### config.mk
export PLATFORM = sky130hd
export DESIGN_NAME = fdem_fifo
export DESIGN_NICKNAME = d
export VERILOG_FILES = /design/src/hw/rtl/fdem_pkg.sv /design/src/hw/rtl/fdem_fifo.sv
export SDC_FILE = /design/constraint.sdc
export NUM_CORES = 1
export LEC_CHECK = 0
export BUFFER_PORTS_ARGS = -buffer_cell sky130_fd_sc_hd__buf_2
export CELL_PAD_IN_SITES_DETAIL_PLACEMENT = 0
export CELL_PAD_IN_SITES_GLOBAL_PLACEMENT = 1
export CORE_ASPECT_RATIO = 0.8
export CORE_MARGIN = 4
export CORE_UTILIZATION = 50
export DETAILED_ROUTE_END_ITERATION = 8
export PLACE_DENSITY = 0.87
export SYNTH_ARGS = -nofsm -noshare
export SYNTH_HDL_FRONTEND = slang
export SYNTH_SLANG_ARGS = --single-unit
### constraint.sdc
create_clock -name clk -period 3.3 [get_ports clk]
set_input_delay 0.33 -clock clk [delete_from_list [all_inputs] [get_ports clk]]
set_output_delay 0.33 -clock clk [all_outputs]
set_load 0.02 [all_outputs]
### src/hw/rtl/fdem_pkg.sv
// Shared widths, register codes and queue types of the forward-difference edge map.
`default_nettype none
package fdem_pkg;

  localparam int PIX_W       = 16;
  localparam int EDGE_W      = 17;
  localparam int ROW_W       = 16;
  localparam int COL_OUT_W   = 10;
  localparam int WIDTH_REG_W = 11;
  localparam int CFG_W       = 16;
  localparam int CFG_IDX_W   = 1;
  localparam int QUEUE_DEPTH = 4;

  localparam logic [CFG_IDX_W-1:0] REG_IMAGE_WIDTH  = 1'b0;
  localparam logic [CFG_IDX_W-1:0] REG_IMAGE_HEIGHT = 1'b1;

  localparam logic [WIDTH_REG_W-1:0] WIDTH_RESET  = 11'd1024;
  localparam logic [ROW_W-1:0]       HEIGHT_RESET = 16'd1024;

  // One classified pixel: up to two results, the one for the row above first.
  typedef struct packed {
    logic                 has_above;
    logic                 has_self;
    logic                 last;
    logic [EDGE_W-1:0]    edge_above;
    logic [PIX_W-1:0]     self_value;
    logic [ROW_W-1:0]     row;
    logic [COL_OUT_W-1:0] column;
  } fdem_entry_t;

  typedef struct packed {
    logic full;
    logic empty;
  } fdem_q_status_t;

endpackage
`default_nettype wire

### src/hw/rtl/fdem_fifo.sv
// Short queue of classified pixels between the front and back ends.
`default_nettype none
module fdem_fifo (
  input  wire                            clk,
  input  wire                            rst,
  input  wire                            push,
  input  wire  fdem_pkg::fdem_entry_t    push_data,
  input  wire                            pop,
  output fdem_pkg::fdem_entry_t          head,
  output fdem_pkg::fdem_q_status_t       stat
);
  import fdem_pkg::*;

  localparam int PTR_W = $clog2(QUEUE_DEPTH);
  localparam int CNT_W = $clog2(QUEUE_DEPTH + 1);

  fdem_entry_t      slots [QUEUE_DEPTH];
  logic [PTR_W-1:0] wr_ptr;
  logic [PTR_W-1:0] rd_ptr;
  logic [CNT_W-1:0] count;

  assign stat.full  = (count == CNT_W'(QUEUE_DEPTH));
  assign stat.empty = (count == '0);
  assign head       = slots[rd_ptr];

  always_ff @(posedge clk) begin
    if (push) begin
      slots[wr_ptr] <= push_data;
    end
  end

  always_ff @(posedge clk) begin
    if (rst) begin
      wr_ptr <= '0;
      rd_ptr <= '0;
      count  <= '0;
    end else begin
      if (push) begin
        wr_ptr <= (wr_ptr == PTR_W'(QUEUE_DEPTH - 1)) ? '0 : wr_ptr + PTR_W'(1);
      end
      if (pop) begin
        rd_ptr <= (rd_ptr == PTR_W'(QUEUE_DEPTH - 1)) ? '0 : rd_ptr + PTR_W'(1);
      end
      if (push && !pop) begin
        count <= count + CNT_W'(1);
      end else if (pop && !push) begin
        count <= count - CNT_W'(1);
      end
    end
  end

endmodule
`default_nettype wire

==> flow_summary.ini <==
[cts]
cts_tree = yes
clk_path_buf_depth = 3
htree_levels = 1
cts_buffers = 25
ctsResizeCount = 0
insertion_delay_ns = 0.51
hold_buffers = 0
clkSinkCount = 257
postCtsSetupBuffers = 0
cts-root-buf = clkbuf_16
clk_pin_slew_ns = 0.06

[placement]
place_ws_ns = 1.05
dp.cells = 738
dpl.hpwl_mm = 9.54
place_congestion = 0.698
numPortBuffers = 129
place_area_um2 = 10300

[min_path]
hold_path.class = input pin to register
hold_start = push_data[39]

[global_route]
grt_pass1_vias = 4655
grt_overflow_total = 0
track_usage_pct = 16.2
grt_max_degree = 63
antenna_found_initial = 1
grt_first_pass_wirelength_mm = 26.2

[pwr]
ir_worst_vdd_mv = 0.317
power.total_mw = 7.12
p_leak_nw = 3.74
power_density_nw_per_um2 = 643

[drt]
num_vias = 4202
wl_per_cell_um = 21.3
firstDrtPassIters = 4
drt_wl_total_mm = 16.7
drc = 0
ant_nets = 0
drtIter0Drc = 278
vias_per_cell = 5.36

[timing]
fin_crit_ns = 2.69
rsz0062_at_grt = false
tns_ns = 0
fin_hold_ws_ns = 0.0363
final_hold_viol_count = 0
fmaxAchievable_mhz = 371
tightest_slew_ns = 0.975
post-route-period-util_pct = 81.6
skew_ns = 0.00756
max-slew-margin-rel_pct = 35.0
setup_slack_ns = 0.607
setup_viol = 0
drv_slew = 0

[floorplanning]
core-area_um2 = 18300
ios = 130
die_h_um = 131
rows = 44
start_util_pct = 51.6
fp.dieW_um = 162
die_area_um2 = 21200

[worst_setup_path]
path_max_fanout = 28
cp-end-kind = primary output
start_kind = register
r2r-start = wr_ptr[0]
cp.required_ns = 2.97
critPathArrivalTime_ns = 2.36
critPathKind = register to primary output

[logic_synthesis]
ys_ff_latch = 257
ys_seq_area_share_pct = 80.7
synth_top_area_cell = edfxtp_1
yosysWarningCount = 0
avgSynthCellArea_um2 = 25.7
synth.distinct_cells = 20
syn_inst = 368
yosys.area.top_type_share_pct = 78.8
synth_fp_nets = 441
syn_area_um2 = 9460
ys_top_cells_by_area = edfxtp_1, mux4_2, dfxtp_1

[cells_and_area]
design_area_um2 = 11100
fin_nets = 585
area_delta_synth_final_pct = 17.1
fin_util_pct = 60.4
drive_gt1_share_pct = 43.8
fin_cells = 784

[run]
max_cap_violations = 0

[status]
status = complete, no violations
-- final timing paths --
check / end / slack (ns) / cells after the start
min: slots[3][39] / 0.04 / 1
min reg2reg: count[2] / 0.51 / 2
max reg2reg: slots[3][43] / 1.48 / 2
max: head[53] / 0.61 / 3
-- metal layers --
layer / up-vias / wire, um / share of wire (%) / track usage (%)
met5: - / 13 / 0.078 / 0
met4: 2 / 286 / 1.7 / 3.33
met3: 30 / 1290 / 7.7 / 3.67
met2: 143 / 8050 / 48 / 27.0
met1: 2167 / 7040 / 42 / 22.5
li1: 1860 / - / - / -
-- cell usage after synthesis --
master,count
mux4_1,2
xor2_1,2
o21ai_0,1
ha_1,6
buf_6,1
clkbuf_1,1
nor3b_1,2
and2_1,4
inv_1,4
dfxtp_1,9
nor2_1,7
nor3_1,1
mux4_2,60
edfxtp_1,248
buf_2,6
buf_12,6
mux2i_1,4
a21oi_1,2
or3_1,1
fa_1,1
-- worst max-delay path: stages (launching register included) --
cell	delay [ns]
dfxtp_4	0.73
buf_4	0.37
mux4_1	0.57
buf_2	0.17
-- layout make-up --
type	instances	area, um2
fillers	1262	7260
clock buffers	27	633
repair buffers	131	673
clock inverters	18	139
inverters	4	15.0
diodes	1	2.50
well taps	253	317
multi-input cells	93	1660
flip-flops and latches	257	7630
-- where the power goes --
group | internal [mW] | total [mW] | switching, mW
logic | 0.271 | 0.644 | 0.373
registers | 3.74 | 3.82 | 0.0784
clock network | 1.54 | 2.66 | 1.12
total | 5.55 | 7.12 | 1.57
-- layout by cell type, fill, tap and decap left out, drive strengths merged --
cell type  synthesis  final
a21oi              2      2
xor2               2      2
edfxtp           248    248
inv                4      5
o21ai              1      1
or3                1      1
nor3b              2      2
clkinv             0     13
clkbuf             1     27
diode              0      1
clkinvlp           0      2
buf               13    131
ha                 6      6
mux4              62     62
bufinv             0      2
and2               4      4
nor2               7      7
nor3               1      1
mux2i              4      4
dfxtp              9      9
fa                 1      1
-- sequential cells by signal (all words and copies together), names as in the netlist, named ones only --
name / count
slots: 248
wr_ptr: 2
count: 3
rd_ptr: 2
-- kinds of logic after synthesis --
kind of cell / synth area share, %
AOI/OAI and AO/OA: 0.159
xor gates and xnor gates: 0.185
adders and majority gates: 1.01
buffers and inverters: 1.91
DFF: 80.7
muxes: 15.3
and+or+nand+nor: 0.820
(Power assumes the default switching activity.)
