File: src/hw/rtl/fdem_pkg.sv
// Shared widths, register codes and queue types of the forward-difference edge map.
`default_nettype none
package fdem_pkg;

  localparam int PIX_W       = 16;
  localparam int EDGE_W      = 17;
  localparam int ROW_W       = 16;
  localparam int COL_OUT_W   = 10;
  localparam int WIDTH_REG_W = 11;
  localparam int CFG_W       = 16;
  localparam int CFG_IDX_W   = 1;
  localparam int QUEUE_DEPTH = 4;

  localparam logic [CFG_IDX_W-1:0] REG_IMAGE_WIDTH  = 1'b0;
  localparam logic [CFG_IDX_W-1:0] REG_IMAGE_HEIGHT = 1'b1;

  localparam logic [WIDTH_REG_W-1:0] WIDTH_RESET  = 11'd1024;
  localparam logic [ROW_W-1:0]       HEIGHT_RESET = 16'd1024;

  // One classified pixel: up to two results, the one for the row above first.
  typedef struct packed {
    logic                 has_above;
    logic                 has_self;
    logic                 last;
    logic [EDGE_W-1:0]    edge_above;
    logic [PIX_W-1:0]     self_value;
    logic [ROW_W-1:0]     row;
    logic [COL_OUT_W-1:0] column;
  } fdem_entry_t;

  typedef struct packed {
    logic full;
    logic empty;
  } fdem_q_status_t;

endpackage
`default_nettype wire

File: src/hw/rtl/fdem_edge_if.sv
// Edge map output channel: valid/ready handshake with value, position and end mark.
`default_nettype none
interface fdem_edge_if;
  import fdem_pkg::*;

  logic                 valid;
  logic                 ready;
  logic [EDGE_W-1:0]    edge_value;
  logic [ROW_W-1:0]     out_row;
  logic [COL_OUT_W-1:0] out_column;
  logic                 last_of_image;

  modport source (output valid, output edge_value, output out_row, output out_column,
                  output last_of_image, input ready);
  modport sink (input valid, input edge_value, input out_row, input out_column,
                input last_of_image, output ready);
endinterface
`default_nettype wire

File: src/hw/rtl/fdem_back.sv
// Back end: splits each queued pixel into its result words and drives the output register.
`default_nettype none
module fdem_back (
  input  wire                            clk,
  input  wire                            rst,
  input  wire  fdem_pkg::fdem_entry_t    head,
  input  wire  fdem_pkg::fdem_q_status_t q_stat,
  output logic                           q_pop,
  fdem_edge_if.source                    edges
);
  import fdem_pkg::*;

  logic                 out_valid;
  logic [EDGE_W-1:0]    out_edge;
  logic [ROW_W-1:0]     out_row_q;
  logic [COL_OUT_W-1:0] out_col_q;
  logic                 out_last;
  logic                 first_done;

  logic                 load;
  logic                 emit_above;

  assign load       = (!out_valid || edges.ready) && !q_stat.empty;
  assign emit_above = head.has_above && !first_done;
  // An entry with both words stays at the head until its second word is loaded into the output register.
  assign q_pop      = load && !(emit_above && head.has_self);

  always_ff @(posedge clk) begin
    if (rst) begin
      out_valid  <= 1'b0;
      first_done <= 1'b0;
    end else begin
      if (load) begin
        out_valid  <= 1'b1;
        first_done <= emit_above && head.has_self;
      end else if (edges.ready) begin
        out_valid <= 1'b0;
      end
    end
  end

  always_ff @(posedge clk) begin
    if (load) begin
      out_col_q <= head.column;
      if (emit_above) begin
        out_edge  <= head.edge_above;
        out_row_q <= head.row - ROW_W'(1);
        out_last  <= 1'b0;
      end else begin
        out_edge  <= EDGE_W'(head.self_value);
        out_row_q <= head.row;
        out_last  <= head.last;
      end
    end
  end

  assign edges.valid         = out_valid;
  assign edges.edge_value    = out_edge;
  assign edges.out_row       = out_row_q;
  assign edges.out_column    = out_col_q;
  assign edges.last_of_image = out_last;

endmodule
`default_nettype wire

File: src/flat_wrapper.sv
// flat-port wrapper written by rule: the top's interface ports become plain ports
module fdem_back_flat import fdem_pkg::*;
  (clk, rst, head, q_stat, q_pop, edges_valid, edges_edge_value, edges_out_row, edges_out_column, edges_last_of_image, edges_ready);
  fdem_edge_if edges_i ();
  input  wire clk;
  input  wire rst;
  input  wire  fdem_pkg::fdem_entry_t head;
  input  wire  fdem_pkg::fdem_q_status_t q_stat;
  output logic q_pop;
  output wire logic [$bits(edges_i.valid)-1:0] edges_valid;
  output wire logic [$bits(edges_i.edge_value)-1:0] edges_edge_value;
  output wire logic [$bits(edges_i.out_row)-1:0] edges_out_row;
  output wire logic [$bits(edges_i.out_column)-1:0] edges_out_column;
  output wire logic [$bits(edges_i.last_of_image)-1:0] edges_last_of_image;
  input wire logic [$bits(edges_i.ready)-1:0] edges_ready;
  assign edges_valid = edges_i.valid;
  assign edges_edge_value = edges_i.edge_value;
  assign edges_out_row = edges_i.out_row;
  assign edges_out_column = edges_i.out_column;
  assign edges_last_of_image = edges_i.last_of_image;
  assign edges_i.ready = edges_ready;
  fdem_back u_core (.clk(clk), .rst(rst), .head(head), .q_stat(q_stat), .q_pop(q_pop), .edges(edges_i));
endmodule
File: config.mk
export PLATFORM = sky130hd
export DESIGN_NAME = fdem_back_flat
export DESIGN_NICKNAME = d
export VERILOG_FILES = /design/src/hw/rtl/fdem_pkg.sv /design/src/hw/rtl/fdem_edge_if.sv /design/src/hw/rtl/fdem_back.sv /design/src/flat_wrapper.sv
export SDC_FILE = /design/constraint.sdc
export NUM_CORES = 1
export LEC_CHECK = 0
export BUFFER_PORTS_ARGS = -buffer_cell sky130_fd_sc_hd__buf_2
export CAP_MARGIN = 5
export CORE_ASPECT_RATIO = 0.5
export CORE_UTILIZATION = 39
export CTS_CLUSTER_SIZE = 25
export DETAILED_ROUTE_END_ITERATION = 10
export GPL_ROUTABILITY_DRIVEN = 0
export PLACE_DENSITY = 0.79
export SETUP_SLACK_MARGIN = 0.2
export SYNTH_ARGS = -nofsm -noshare
export SYNTH_HDL_FRONTEND = slang
export SYNTH_SLANG_ARGS = --single-unit
File: constraint.sdc
create_clock -name clk -period 3 [get_ports clk]
set_clock_uncertainty 0.15 [all_clocks]
set_input_delay 0.15 -clock clk [delete_from_list [all_inputs] [get_ports clk]]
set_output_delay 0.15 -clock clk [all_outputs]
set_load 0.05 [all_outputs]
==> flow_summary.ini <==
[run_status]
status = finished, violations left
violations = negative hold slack

[placement]
dp_cells = 293
place_ws_ps = 1038
hpwl_um = 3073
port_buffers = 111

[global_route]
track_usage_pct = 18.84
grt_pass1_vias = 1547
grt_pass1_wl_um = 7196
antenna_found_initial = 0
overflow = 0
grt_max_degree = 25

[sta]
fin_crit_sh_pct = 82.16
finalSetupTns_ps = 0
layout_setup_ws_ps = 535.2
rsz0062_at_grt = no
maxSlewViolCount = 0
worstMarginPinSlew_ps = 686.0
hold_ws_ps = -0.7797
finalSetupViolCount = 0
max-slew-margin-rel_pct = 54.17
finalHoldViolCount = 1
period_needed_ps = 2465
fmax_mhz = 405.7

[clock_network]
cts_root_buf = clkbuf_8
cts_buffer_depth = 2
path_clk_slew_ps = 80
insertion_delay_ps = 300
cts_sinks = 46
numCtsBuffers = 5
cts_tree = yes
htreeDepth = 2
ctsResizeCount = 0

[finish]
nets = 338
mostFrequentLayoutCell = buf_2
post_route_cells_drive_above_1_share_pct = 52.03
syn_to_final_growth_pct = 58.80
final_cell_mix = buf_2, edfxtp_1, dlygate4sd3_1, mux2_2, xor2_1
n_fill_cell = 338
finalNonFillerCells = 337
antennaDiodeCount = 0

[pwr]
p_leak_nw = 1.308
ir_drop_uv = 215.9
power_density_nw_per_um2 = 515.4
power_mw = 1.571

[worst_hold_path]
hold_class = input pin to flip-flop

[floorplanning]
rows = 17
initial_core_util_pct = 42.17
io_pins = 113
die_w_um = 101.2
die-area_um2 = 5223
die_h_um = 51.61
core-area_um2 = 4552

[route]
dr.pass1.iters = 4
ant_nets = 0
drt_iter0_markers = 45
post_drt_wl_per_cell_um = 13.93
drc = 0
vias = 1513
routed_wirelength_um = 4695
viasPerCell = 4.490

[synth]
synth_seq_cells = 46
yosysSeqAreaShare_pct = 70.93
yosysWarningCount = 0
synthesis.nets = 185
syn_avg_cell_area_um2 = 16.40
synthDistinctLibCells = 29
syn_area_um2 = 1919
synth_cells = 117

[setup_path]
setup.worst_path.class = flip-flop to flip-flop
cpLargestDelayFamily = buffers and inverters
critPathBufInv = 2
path_cells = and2b_1 -> buf_4 -> mux2_2 -> dlygate4sd3_1
crit_path_top_delay_cell = dlygate4sd3_1
startpoint_type = flip-flop
cpPeakStageDelay_ps = 560
cp_max_fo = 14
cp.arrival_ps = 2370
critical_path_required_ps = 2910
cp-end-kind = flip-flop

[flow_run]
maxCapViolCount = 0
[synthesized netlist by cell type]
cell type	count	share of area [%]
inv_1	2	0.39
nand2b_1	1	0.33
nor4_2	1	0.65
ha_1	1	0.65
clkbuf_1	1	0.20
nor3b_1	1	0.39
nor3_1	4	1.0
and2b_1	1	0.39
dfxtp_1	2	2.1
or2b_1	1	0.39
or4_1	1	0.39
nor4b_4	1	1.2
xnor2_1	6	2.7
nand3b_1	1	0.39
nand3_1	2	0.52
nor4b_1	2	0.91
and2_1	1	0.33
mux2_2	16	9.4
nand2_1	6	1.2
or2_2	1	0.33
nor4_1	1	0.33
a21boi_0	1	0.39
a21oi_1	3	0.78
nor2_1	3	0.59
edfxtp_1	44	69
nor2b_1	2	0.65
xor2_1	8	3.7
or3_1	1	0.33
buf_2	2	0.52
[registers in the layout (all words and copies together) (netlist names)]
signal and cells:
u_core.edges.edge_value 17, u_core.edges.last_of_image 1, u_core.edges.out_column 10, u_core.edges.out_row 16, u_core.edges.valid 1, u_core.first_done 1
[routing by layer]
layer	routed length [µm]	track usage, %	up-vias
li1	-	-	738
met1	1723	18.79	729
met2	2739	39.12	40
met3	178	5.108	6
met4	53	4.589	0
met5	0	0	-
[layout make-up]
type	count	area [µm²]	area share (%)
clock inverter	3	40.04	1.314
tap	66	82.58	2.709
sequential	46	1361	44.66
clock buffer	5	68.82	2.258
timing repair buffer	149	943.4	30.95
inverter	2	7.507	0.2463
multi-input combinational	66	544.3	17.86
[worst paths after layout]
check | from | to | slack [ps] | cells after the start
hold / removal | head[40] | u_core.edges.edge_value[14] | -0.8 | 2
hold reg to reg | u_core.first_done | u_core.first_done | 460 | 2
setup reg to reg | u_core.first_done | u_core.edges.edge_value[6] | 540 | 4
setup / recovery | u_core.first_done | u_core.edges.edge_value[6] | 540 | 4
[logic make-up (layout without fill, tap and decap cells)]
family | Yosys count | after routing | share of synthesized area, %
and+or+nand+nor | 31 | 31 | 10.37
buffers and inverters | 5 | 159 | 1.108
AOI/OAI and AO/OA | 4 | 4 | 1.173
adders and majority gates | 1 | 1 | 0.6518
DFF | 46 | 46 | 70.93
muxes | 16 | 16 | 9.387
xor gates and xnor gates | 14 | 14 | 6.389
[where the power goes]
part | switching, mW | leakage (nW) | internal, mW
registers | 0.00980 | 0.443 | 0.754
logic | 0.225 | 0.808 | 0.128
clock network | 0.208 | 0.0579 | 0.245
[through the flow]
stage               utilization [%]  area (µm²)
floorplan                         -        1927
global placement              56.65        2579
global route                  66.96        3048
detailed placement            56.65        2579
CTS                           66.08        3008
finish                        66.96        3048
[what timing repair did]
| action | CTS | global route |
|---|---|---|
| hold buffers | 32 | 4 |
| endpoints found under the hold margin | 24 | 3 |
| setup buffers | 0 | 0 |
Note: power is estimated with default switching activity, not from simulation.
